$ cat src/rtl/kvm_pkg.sv
// Shared constants, types and codes of the key/value match table.
package kvm_pkg;

  localparam int TABLE_DEPTH = 16;
  localparam int KEY_BITS    = 64;
  localparam int VALUE_BITS  = 32;
  localparam int CNT_W       = $clog2(TABLE_DEPTH + 1);

  // Port field widths
  localparam int MODE_W   = 2;
  localparam int KEY_W    = 64;
  localparam int VALUE_W  = 32;
  localparam int STATUS_W = 3;
  localparam int COUNT_W  = 5;

  typedef enum logic [MODE_W-1:0] {
    MODE_LOOKUP  = 2'd0,
    MODE_INSERT  = 2'd1,
    MODE_REVERSE = 2'd2,
    MODE_REMOVE  = 2'd3
  } mode_t;

  typedef enum logic [STATUS_W-1:0] {
    ST_OK            = 3'd0,
    ST_KEY_MISSING   = 3'd1,
    ST_DUPLICATE     = 3'd2,
    ST_VALUE_MISSING = 3'd3,
    ST_FULL          = 3'd4
  } status_t;

  // Request broadcast to every cell
  typedef struct packed {
    logic [KEY_BITS-1:0]   key;
    logic [VALUE_BITS-1:0] value;
  } cmd_t;

  // Per-cell control from the table controller
  typedef struct packed {
    logic occupied;
    logic load;
    logic shift;
  } cell_ctl_t;

  // Search results handed from cell to cell
  typedef struct packed {
    logic                  key_seen;
    logic                  value_seen;
    logic [VALUE_BITS-1:0] value_acc;
    logic [KEY_BITS-1:0]   key_acc;
  } chain_t;

endpackage

$ cat src/rtl/kvm_if.sv
// Request and response channel interfaces of the key/value match table.
interface kvm_req_if import kvm_pkg::*; ();
  logic               valid;
  logic               ready;
  logic [MODE_W-1:0]  mode;
  logic [KEY_W-1:0]   key_in;
  logic [VALUE_W-1:0] value_in;

  modport source (output valid, mode, key_in, value_in, input ready);
  modport sink   (input valid, mode, key_in, value_in, output ready);
endinterface

interface kvm_rsp_if import kvm_pkg::*; ();
  logic                valid;
  logic                ready;
  logic [STATUS_W-1:0] status;
  logic [VALUE_W-1:0]  value_out;
  logic [KEY_W-1:0]    key_out;
  logic [COUNT_W-1:0]  entry_count;

  modport source (output valid, status, value_out, key_out, entry_count, input ready);
  modport sink   (input valid, status, value_out, key_out, entry_count, output ready);
endinterface

$ cat src/rtl/kvm_cell.sv
// One table entry: holds a pair, compares it and passes search results on.
module kvm_cell import kvm_pkg::*; (
  input  logic                  clk,
  input  cmd_t                  cmd,
  input  cell_ctl_t             ctl,
  input  logic [KEY_BITS-1:0]   up_key,
  input  logic [VALUE_BITS-1:0] up_value,
  input  chain_t                chain_in,
  output chain_t                chain_out,
  output logic [KEY_BITS-1:0]   key,
  output logic [VALUE_BITS-1:0] value
);

  logic key_hit;
  logic value_hit;
  logic first_key;
  logic first_value;

  // Compare against the broadcast request
  assign key_hit     = ctl.occupied && (key == cmd.key);
  assign value_hit   = ctl.occupied && (value == cmd.value);
  assign first_key   = key_hit && !chain_in.key_seen;
  assign first_value = value_hit && !chain_in.value_seen;

  // Pass the earliest hit on to the next cell
  always_comb begin
    chain_out.key_seen   = chain_in.key_seen | key_hit;
    chain_out.value_seen = chain_in.value_seen | value_hit;
    chain_out.value_acc  = chain_in.value_acc | (first_key ? value : '0);
    chain_out.key_acc    = chain_in.key_acc | (first_value ? key : '0);
  end

  // Load a new pair, or take the neighbor's pair at and after the removed slot
  always_ff @(posedge clk) begin
    if (ctl.load) begin
      key   <= cmd.key;
      value <= cmd.value;
    end else if (ctl.shift && (chain_in.key_seen || key_hit)) begin
      key   <= up_key;
      value <= up_value;
    end
  end

endmodule

$ cat src/rtl/key_value_match_table.sv
// Top level of the key/value match table: request register, cell row, response register.
//
// An ordered table of up to 16 unique key/value pairs. Each request on req
// carries mode (lookup, insert, reverse lookup, remove), key_in and value_in;
// each request gives exactly one response on rsp with status, value_out,
// key_out and entry_count (entries held after the operation).
// Both channels use valid/ready; a request is taken when both are high.
// A request is captured in an input register, worked by the row of cells once
// the response register can take a result (all cells compare in parallel, a removal
// shifts every later cell down one place at once), and the response is registered.
// Each request thus passes the input register and then the response register.
// Throughput: one request per cycle while rsp.ready stays high.
// When the receiver stalls, the response register holds, one more request
// waits in the input register, and req.ready drops.
// Reset (rst, synchronous) empties the table and both registers; stored pairs
// are not cleared, since only entries below the count are ever compared.
module key_value_match_table import kvm_pkg::*; (
  input  logic      clk,
  input  logic      rst,
  kvm_req_if.sink   req,
  kvm_rsp_if.source rsp
);

  // Request register
  logic                  req_valid;
  mode_t                 req_mode;
  logic [KEY_BITS-1:0]   req_key;
  logic [VALUE_BITS-1:0] req_value;

  // Table state and response register
  logic [CNT_W-1:0]      cnt;
  logic [CNT_W-1:0]      cnt_next;
  logic                  out_valid;
  status_t               out_status;
  status_t               out_status_next;
  logic [VALUE_W-1:0]    out_value;
  logic [VALUE_W-1:0]    out_value_next;
  logic [KEY_W-1:0]      out_key;
  logic [KEY_W-1:0]      out_key_next;
  logic [COUNT_W-1:0]    out_count;

  logic                  fire;
  logic                  has_room;
  logic                  do_insert;
  logic                  do_remove;
  cmd_t                  cmd;
  chain_t                chain [TABLE_DEPTH+1];
  logic [KEY_BITS-1:0]   cell_key   [TABLE_DEPTH];
  logic [VALUE_BITS-1:0] cell_value [TABLE_DEPTH];

  assign fire      = req_valid && (!out_valid || rsp.ready);
  assign req.ready = !req_valid || fire;

  // Capture a request
  always_ff @(posedge clk) begin
    if (rst) begin
      req_valid <= 1'b0;
    end else if (req.ready) begin
      req_valid <= req.valid;
    end
  end

  always_ff @(posedge clk) begin
    if (req.valid && req.ready) begin
      req_mode  <= mode_t'(req.mode);
      req_key   <= req.key_in[KEY_BITS-1:0];
      req_value <= req.value_in[VALUE_BITS-1:0];
    end
  end

  assign cmd.key   = req_key;
  assign cmd.value = req_value;

  // Row of cells, chained from entry 0 upward
  assign chain[0] = '0;

  for (genvar i = 0; i < TABLE_DEPTH; i++) begin : g_cell
    cell_ctl_t             ctl;
    logic [KEY_BITS-1:0]   up_key;
    logic [VALUE_BITS-1:0] up_value;

    assign ctl.occupied = CNT_W'(i) < cnt;
    assign ctl.load     = do_insert && (cnt == CNT_W'(i));
    assign ctl.shift    = do_remove;

    if (i == TABLE_DEPTH - 1) begin : g_last
      assign up_key   = '0;
      assign up_value = '0;
    end else begin : g_mid
      assign up_key   = cell_key[i+1];
      assign up_value = cell_value[i+1];
    end

    kvm_cell u_cell (
      .clk       (clk),
      .cmd       (cmd),
      .ctl       (ctl),
      .up_key    (up_key),
      .up_value  (up_value),
      .chain_in  (chain[i]),
      .chain_out (chain[i+1]),
      .key       (cell_key[i]),
      .value     (cell_value[i])
    );
  end

  assign has_room  = cnt != CNT_W'(TABLE_DEPTH);
  assign do_insert = fire && (req_mode == MODE_INSERT) && !chain[TABLE_DEPTH].key_seen
                     && has_room;
  assign do_remove = fire && (req_mode == MODE_REMOVE) && chain[TABLE_DEPTH].key_seen;

  // Decide status, outputs and the new count
  always_comb begin
    out_status_next = ST_OK;
    out_value_next  = '0;
    out_key_next    = '0;
    cnt_next        = cnt;
    case (req_mode)
      MODE_LOOKUP: begin
        if (chain[TABLE_DEPTH].key_seen) begin
          out_value_next = VALUE_W'(chain[TABLE_DEPTH].value_acc);
        end else begin
          out_status_next = ST_KEY_MISSING;
        end
      end
      MODE_INSERT: begin
        if (chain[TABLE_DEPTH].key_seen) begin
          out_status_next = ST_DUPLICATE;
        end else if (!has_room) begin
          out_status_next = ST_FULL;
        end else begin
          cnt_next = cnt + 1'b1;
        end
      end
      MODE_REVERSE: begin
        if (chain[TABLE_DEPTH].value_seen) begin
          out_key_next = KEY_W'(chain[TABLE_DEPTH].key_acc);
        end else begin
          out_status_next = ST_VALUE_MISSING;
        end
      end
      MODE_REMOVE: begin
        if (chain[TABLE_DEPTH].key_seen) begin
          cnt_next = cnt - 1'b1;
        end else begin
          out_status_next = ST_KEY_MISSING;
        end
      end
      default: begin
        out_status_next = ST_OK;
      end
    endcase
  end

  // Advance the count and load the response
  always_ff @(posedge clk) begin
    if (rst) begin
      cnt       <= '0;
      out_valid <= 1'b0;
    end else begin
      if (fire) begin
        cnt <= cnt_next;
      end
      if (fire) begin
        out_valid <= 1'b1;
      end else if (rsp.ready) begin
        out_valid <= 1'b0;
      end
    end
  end

  always_ff @(posedge clk) begin
    if (fire) begin
      out_status <= out_status_next;
      out_value  <= out_value_next;
      out_key    <= out_key_next;
      out_count  <= COUNT_W'(cnt_next);
    end
  end

  assign rsp.valid       = out_valid;
  assign rsp.status      = out_status;
  assign rsp.value_out   = out_value;
  assign rsp.key_out     = out_key;
  assign rsp.entry_count = out_count;

endmodule
$ cat src/flat_wrapper.sv
// flat-port wrapper written by rule: the top's interface ports become plain ports
module key_value_match_table_flat import kvm_pkg::*;
  (clk, rst, req_valid, req_mode, req_key_in, req_value_in, req_ready, rsp_valid, rsp_status, rsp_value_out, rsp_key_out, rsp_entry_count, rsp_ready);
  kvm_req_if req_i ();
  kvm_rsp_if rsp_i ();
  input  logic clk;
  input  logic rst;
  input wire logic [$bits(req_i.valid)-1:0] req_valid;
  input wire logic [$bits(req_i.mode)-1:0] req_mode;
  input wire logic [$bits(req_i.key_in)-1:0] req_key_in;
  input wire logic [$bits(req_i.value_in)-1:0] req_value_in;
  output wire logic [$bits(req_i.ready)-1:0] req_ready;
  output wire logic [$bits(rsp_i.valid)-1:0] rsp_valid;
  output wire logic [$bits(rsp_i.status)-1:0] rsp_status;
  output wire logic [$bits(rsp_i.value_out)-1:0] rsp_value_out;
  output wire logic [$bits(rsp_i.key_out)-1:0] rsp_key_out;
  output wire logic [$bits(rsp_i.entry_count)-1:0] rsp_entry_count;
  input wire logic [$bits(rsp_i.ready)-1:0] rsp_ready;
  assign req_i.valid = req_valid;
  assign req_i.mode = req_mode;
  assign req_i.key_in = req_key_in;
  assign req_i.value_in = req_value_in;
  assign req_ready = req_i.ready;
  assign rsp_valid = rsp_i.valid;
  assign rsp_status = rsp_i.status;
  assign rsp_value_out = rsp_i.value_out;
  assign rsp_key_out = rsp_i.key_out;
  assign rsp_entry_count = rsp_i.entry_count;
  assign rsp_i.ready = rsp_ready;
  key_value_match_table u_core (.clk(clk), .rst(rst), .req(req_i), .rsp(rsp_i));
endmodule
$ cat config.mk
export PLATFORM = sky130hd
export DESIGN_NAME = key_value_match_table_flat
export DESIGN_NICKNAME = d
export VERILOG_FILES = /design/src/rtl/kvm_pkg.sv /design/src/rtl/kvm_if.sv /design/src/rtl/kvm_cell.sv /design/src/rtl/key_value_match_table.sv /design/src/flat_wrapper.sv
export SDC_FILE = /design/constraint.sdc
export NUM_CORES = 2
export LEC_CHECK = 0
export BUFFER_PORTS_ARGS = -buffer_cell sky130_fd_sc_hd__clkbuf_2
export CORE_MARGIN = 4
export CORE_UTILIZATION = 55
export DETAILED_ROUTE_END_ITERATION = 7
export GPL_ROUTABILITY_DRIVEN = 1
export PLACE_DENSITY_LB_ADDON = 0.25
export RECOVER_POWER = 100
export SLEW_MARGIN = 10
export SYNTH_ARGS = -nofsm -noshare
export SYNTH_HDL_FRONTEND = slang
export SYNTH_SLANG_ARGS = --single-unit
export TNS_END_PERCENT = 10
$ cat constraint.sdc
create_clock -name clk -period 16 [get_ports clk]
set_clock_uncertainty 0.15 [all_clocks]
set_input_delay 3.2 -clock clk [delete_from_list [all_inputs] [get_ports clk]]
set_output_delay 3.2 -clock clk [all_outputs]
set_load 0.01 [all_outputs]
# Yosys cells after proc, flatten, opt, wreduce, memory -nomap -nowiden
# Index checks and enable logic that the tools add are counted.
dict set report word_totals {
  elab_cells 451
  register_bits 1745
}
dict set report classes {
  n_reduce_logical 173
  eq_ne 51
  n_mux 107
  order_cmp 16
  bitwise_logic 60
  add_sub_neg 2
}
# op n
set ops {}
lappend ops {{2-to-1 mux 64 bit} 48}
lappend ops {{2-to-1 mux 32 bit} 48}
lappend ops {{== test 64 bit} 16}
lappend ops {{OR 64 bit} 15}
lappend ops {{== test 32 bit} 16}
lappend ops {{OR 32 bit} 15}
lappend ops {{logical AND 1 bit} 101}
lappend ops {{== test 5 x 4 -> 1 bit, second input constant} 8}
lappend ops {{< comparator 4 x 5 -> 1 bit, first input constant} 8}
lappend ops {{nonzero test 2 bit} 17}
lappend ops {{logical NOT 1 bit} 33}
lappend ops {{OR 1 bit} 30}
lappend ops {{== test 5 x 3 -> 1 bit, second input constant} 4}
lappend ops {{< comparator 3 x 5 -> 1 bit, first input constant} 4}
lappend ops {{logical OR 1 bit} 17}
lappend ops {{2-to-1 mux 5 bit} 3}
lappend ops {{== test 5 x 2 -> 1 bit, second input constant} 2}
lappend ops {{< comparator 1 x 5 -> 1 bit, first input constant} 2}
lappend ops {{< comparator 2 x 5 -> 1 bit, first input constant} 2}
lappend ops {{one-hot mux 5 bit (2 select lines)} 1}
lappend ops {{one-hot mux 3 bit (3 select lines)} 1}
lappend ops {{2-to-1 mux 3 bit} 2}
lappend ops {{adder 5 x 1 -> 5 bit, second input constant} 1}
lappend ops {{== test 5 x 1 -> 1 bit, second input constant} 1}
lappend ops {{10 further kinds} 14}

# Depth between registers and ports, before layout
dict set report depth {
  word_depth 22
  depth_mapped 17
}

# By module
# Synthesis repeated with hierarchy kept, for this count alone.
dict set report unflattened {
  cells_unflattened 9121
  area_unflattened_um2 108572.9
}
# mod area_each_um2 cells_each seq_area_each_um2 instances
set modules_own_cells {}
lappend modules_own_cells {kvm_cell 6304.8 541 2882.8 16}
lappend modules_own_cells {key_value_match_table 7696.1 465 6206.0 1}

# Worst setup path before layout
# OpenSTA, ideal clock, no wires.
dict set report synth_timing {
  path_kind {input to register}
  from {input rsp_ready}
  to {register u_core.g_cell[2].u_cell.key[0], enable pin}
  t_required_ns 15.167
  path_stages 6
  path_slack_ns 2.693
  path_buffers 1
  arrival_time_ns 12.474
  cell_sequence {nor2b_1 nand2b_1 buf_2 clkinv_1 nand3_1 o21ai_0}
}
dict set report synth_between {
  elab_chain_len 7
}
# element line_no
set synth_lines {}
lappend synth_lines {{start, declared} flat_wrapper.sv:18} ;# input wire logic [$bits(rsp_i.ready)-1:0] rsp_ready;
lappend synth_lines {{logical OR 1 bit (*)} key_value_match_table.sv:51} ;# assign fire = req_valid && (!out_valid || rsp.ready);
lappend synth_lines {{logical AND 1 bit (*)} key_value_match_table.sv:51}
lappend synth_lines {{net u_core.fire} key_value_match_table.sv:42} ;# logic fire;
lappend synth_lines {{logical AND 1 bit (2 in a row)} key_value_match_table.sv:108} ;# assign do_insert = fire && (req_mode == MODE_INSERT) && !chain[TABLE_DEPTH].key_seen
lappend synth_lines {{logical AND 1 bit} key_value_match_table.sv:109} ;# && has_room;
lappend synth_lines {{logical AND 1 bit} key_value_match_table.sv:83} ;# assign ctl.load = do_insert && (cnt == CNT_W'(i));
lappend synth_lines {{nonzero test 2 bit (no line) (*)} n/a}
lappend synth_lines {{end signal, assigned} kvm_cell.sv:36} ;# key <= cmd.key;
lappend synth_lines {{end signal, assigned} kvm_cell.sv:39} ;# key <= up_key;
lappend synth_lines {{end, declared} kvm_cell.sv:10} ;# output logic [KEY_BITS-1:0] key,
# Mark *: on every way through the listed nets, which the timed path passes. The rest lies on a longest branch.
# A chain may end at the register's enable or synchronous reset.

# Final worst setup path
dict set report layout_timing {
  from {register u_core.cnt[4]}
  to {register u_core.g_cell[12].u_cell.key[47], enable pin}
}
dict set report layout_between {
  elab_chain_len 22
}
# element line_no
set layout_lines {}
lappend layout_lines {{start, declared} key_value_match_table.sv:31} ;# logic [CNT_W-1:0] cnt;
lappend layout_lines {{start signal, assigned} key_value_match_table.sv:162} ;# cnt <= cnt_next;
lappend layout_lines {{< comparator 1 x 5 -> 1 bit} key_value_match_table.sv:82} ;# assign ctl.occupied = CNT_W'(i) < cnt;
lappend layout_lines {{logical AND 1 bit} kvm_cell.sv:20} ;# assign key_hit = ctl.occupied && (key == cmd.key);
lappend layout_lines {{OR 1 bit (15 in a row)} kvm_cell.sv:27} ;# chain_out.key_seen = chain_in.key_seen | key_hit;
lappend layout_lines {{logical NOT 1 bit} key_value_match_table.sv:108}
lappend layout_lines {{logical AND 1 bit} key_value_match_table.sv:108}
lappend layout_lines {{logical AND 1 bit} key_value_match_table.sv:109}
lappend layout_lines {{logical AND 1 bit} key_value_match_table.sv:83}
lappend layout_lines {{nonzero test 2 bit (no line) (*)} n/a}
lappend layout_lines {{end signal, assigned} kvm_cell.sv:36}
lappend layout_lines {{end signal, assigned} kvm_cell.sv:39}
lappend layout_lines {{end, declared} kvm_cell.sv:10}
# Every way passes the cells marked *; elsewhere a longest branch is shown, timed or not.

==> flow_metrics.py <==
metrics = {
    "yosys": {
        "synth_cell_types": 74,
        "syn_area_per_cell_um2": 12.2,
        "yosysWarnings": 0,
        "synth-seq-area-share_pct": 51.0,
        "synthesis.nets": 8548,
        "ys.flop_type": "edfxtp_1",
        "ys_async_sr_fraction_pct": 0,
        "ys_seq_elements": 1745,
        "yosys.area.top_type": "edfxtp_1",
        "syn_area_um2": 103000,
        "syn_inst": 8436,
        "synth_top_area_share_pct": 50.8,
        "synth_edf_count": 1738,
        "synth_area_leaders": "edfxtp_1 (51%), mux2_2 (15%), xnor2_1 (6.5%)",
        "yosys.cell_count.top_type": "edfxtp_1",
        "synth_common_cells": "edfxtp_1 (1738), mux2_2 (1331), xnor2_1 (766)",
    },
    "worst_setup_path": {
        "crit_buf_inv": 6,
        "arrival_ns": 11.98,
        "crit_top_cell": "clkbuf_1",
        "required_ns": 16.29,
        "cp_top_family": "buffers and inverters",
        "reg2reg_from": "u_core.cnt[4]",
        "worstSetupPathType": "register to register",
        "max_stage_delay_ns": 2.16,
        "path_cells": "inv_1, o21a_1, nor4_1, nand3_1, nor4_1, clkbuf_1, nor4b_1, nand3_1, clkbuf_1, or3_1, clkbuf_1, nor2_4, clkbuf_1, a21o_4, buf_4",
        "start_kind": "register",
        "crit_path_top_delay_cell": "clkbuf_1",
        "worst-path-max-fanout": 67,
        "crit_start": "u_core.cnt[4]",
        "endpoint_kind": "register",
    },
    "layout": {
        "postLayoutCellArea_um2": 111000,
        "fin_nets": 8388,
        "drive_above_1_share_pct": 24.2,
        "instances_no_fill": 10900,
        "syn_to_final_growth_pct": 8.21,
    },
    "routing": {
        "viasPerCell": 7.01,
        "wirelength_um": 435000,
        "wire_per_inst_um": 39.8,
        "drc": 15,
        "drt_iter0_drc": 13000,
        "drt_pass1_iterations": 8,
        "vias": 76600,
        "postRouteAntennaNets": 0,
    },
    "floorplan": {
        "start_util_pct": 55.3,
        "coreArea_um2": 186000,
        "die_w_um": 440,
        "die_area_um2": 194000,
        "ioPinCount": 208,
        "core.rowCount": 158,
        "die_y_um": 440,
    },
    "timing": {
        "tightestPinTransition_ns": 3.82,
        "rsz0062_at_grt": "false",
        "setup_violations": 0,
        "fin_setup_tns_ns": 0,
        "max_slew_margin_pct": -155,
        "max_freq_ghz": 0.0856,
        "postLayoutSetupSlackWorst_ns": 4.32,
        "drv_slew": 1248,
        "period_minus_slack_ns": 11.68,
        "final.period_utilization_pct": 73.0,
        "hold_viol": 0,
    },
    "outcome": {
        "violations": "DRC, capacitance limit, slew limit",
        "status": "finished with violations",
    },
    "placed_design": {
        "gp_congestion": 1.06,
        "io_buffers": 207,
        "dp.cells": 10600,
        "dp_hpwl_um": 320000,
        "post_dp_cell_area_um2": 105000,
        "place_ws_ns": 8.22,
    },
    "power_and_ir_drop": {
        "cellPowerDensity_nw_per_um2": 91.4,
        "vdd_drop_max_mv": 0.128,
        "p_seq_share_pct": 49.5,
        "p_leak_nw": 33.6,
        "p_clk_share_pct": 44.5,
        "p_int_mw": 7.72,
        "combPwrFrac_pct": 6.0,
        "p_switching_mw": 2.44,
        "swShare_pct": 24.0,
    },
    "clock_tree": {
        "ctsRootBufferMaster": "clkbuf_16",
        "cts_buffers": 192,
        "insertion_delay_ns": 0.87,
        "h-tree-depth": 4,
        "clkSinkCount": 1745,
        "post_cts_resized": 0,
        "cts_hold_buf": 0,
        "path_clk_slew_ns": 0.06,
        "clk_path_buf_depth": 3,
        "cts_tree": "yes",
        "postCtsSetupBuffers": 0,
    },
    "run": {
        "cap_violations": 30,
    },
    "global_routing": {
        "grt_max_degree": 130,
        "grt_pass1_vias": 71400,
        "grt.overflow.total": 0,
        "grt_pass1_wl_um": 589000,
        "track_usage_pct": 43.8,
        "antenna_found_initial": 24,
    },
    "min_path": {
        "hold_class": "register to register",
        "worstHoldStart": "u_core.req_valid",
    },
}
routing by layer:
metal / global-route usage (%) / up-vias / part of all wire (%)
li1: - / 30900 / -
met5: 0 / - / 0.012
met2: 65.4 / 5657 / 43
met3: 10.9 / 1315 / 11
met4: 37.6 / 8 / 11
met1: 53.2 / 38700 / 35
logic make-up after synthesis:
| logic type | count (synthesis) | share of synthesized area [%] |
|---|---|---|
| xor gates and xnor gates | 1490 | 12.7 |
| muxes | 1504 | 16.4 |
| adders and majority gates | 10 | 0.122 |
| DFF | 1745 | 51.0 |
| and+or+nand+nor | 1823 | 9.15 |
| AOI/OAI and AO/OA | 933 | 6.31 |
| buffers and inverters | 931 | 4.36 |
path summary, 6_finish.rpt:
path                                            to  slack [ns]  depth (start not counted)
setup / recovery  u_core.g_cell[12].u_cell.key[47]        4.32                         15
hold / removal                    u_core.rsp.valid        0.39                          2
setup reg to reg  u_core.g_cell[12].u_cell.key[47]        4.32                         15
hold reg to reg                   u_core.rsp.valid        0.39                          2
worst min-delay path, delay by kind of cell (launching register included):
family,cells,cell delay (ns)
DFF,1,0.34
and+or+nand+nor,2,0.15
layout by cell type, fill, tap and decap left out, types with 135 or more instances in the layout:
cell | synthesis | routed
buf_4 | 121 | 225
mux2_2 | 1331 | 1312
nand4_1 | 220 | 220
nor2_1 | 168 | 164
xnor2_1 | 766 | 766
clkbuf_16 | 0 | 196
clkbuf_1 | 371 | 184
nand3_1 | 177 | 177
a21oi_1 | 236 | 236
nand2_1 | 680 | 678
o21ai_0 | 138 | 135
edfxtp_1 | 1738 | 1738
xor2_1 | 724 | 724
nor4_1 | 243 | 237
power by group through the flow:
stage | Clock [mW] | Combinational (mW) | Sequential (mW)
after floorplan | 0 | 0.344 | 5.12
after global placement | 0 | 0.584 | 5.12
after detailed placement | 0 | 0.583 | 5.12
after CTS | 4.52 | 0.587 | 5.02
after global routing | 4.70 | 0.615 | 5.02
final | 4.52 | 0.613 | 5.02
cell type report:
cell class,instances,area (µm²)
repair buffers,458,2720
well taps,2480,3100
diodes,11,27.5
multi-input cells,5760,46400
clock buffers,234,5050
flip-flops and latches,1745,52300
inverters,119,448
fillers,15200,74500
clock inverters,121,1080
registers in the layout (all words and copies together) (netlist names):
signal / cells
u_core.g_cell.u_cell.value: 512
u_core.rsp.value_out: 32
u_core.req_valid: 1
u_core.g_cell.u_cell.key: 1024
u_core.req_mode: 2
u_core.rsp.status: 3
u_core.rsp.key_out: 64
u_core.rsp.entry_count: 5
u_core.cnt: 5
u_core.req_key: 64
u_core.rsp.valid: 1
u_core.req_value: 32
through the flow:
step / power [mW] / hold WS (ns) / utilization (%)
6_report: 10.2 / 0.388 / 59.9
5_1_grt: 10.3 / 0.440 / 59.8
4_1_cts: 10.1 / 0.390 / 60.0
3_5_place_dp: 5.70 / 0.379 / 56.7
3_3_place_gp: 5.70 / 0.390 / 56.7
2_1_floorplan: 5.46 / 0.337 / -
No activity file was read; power rests on OpenSTA's default activity.
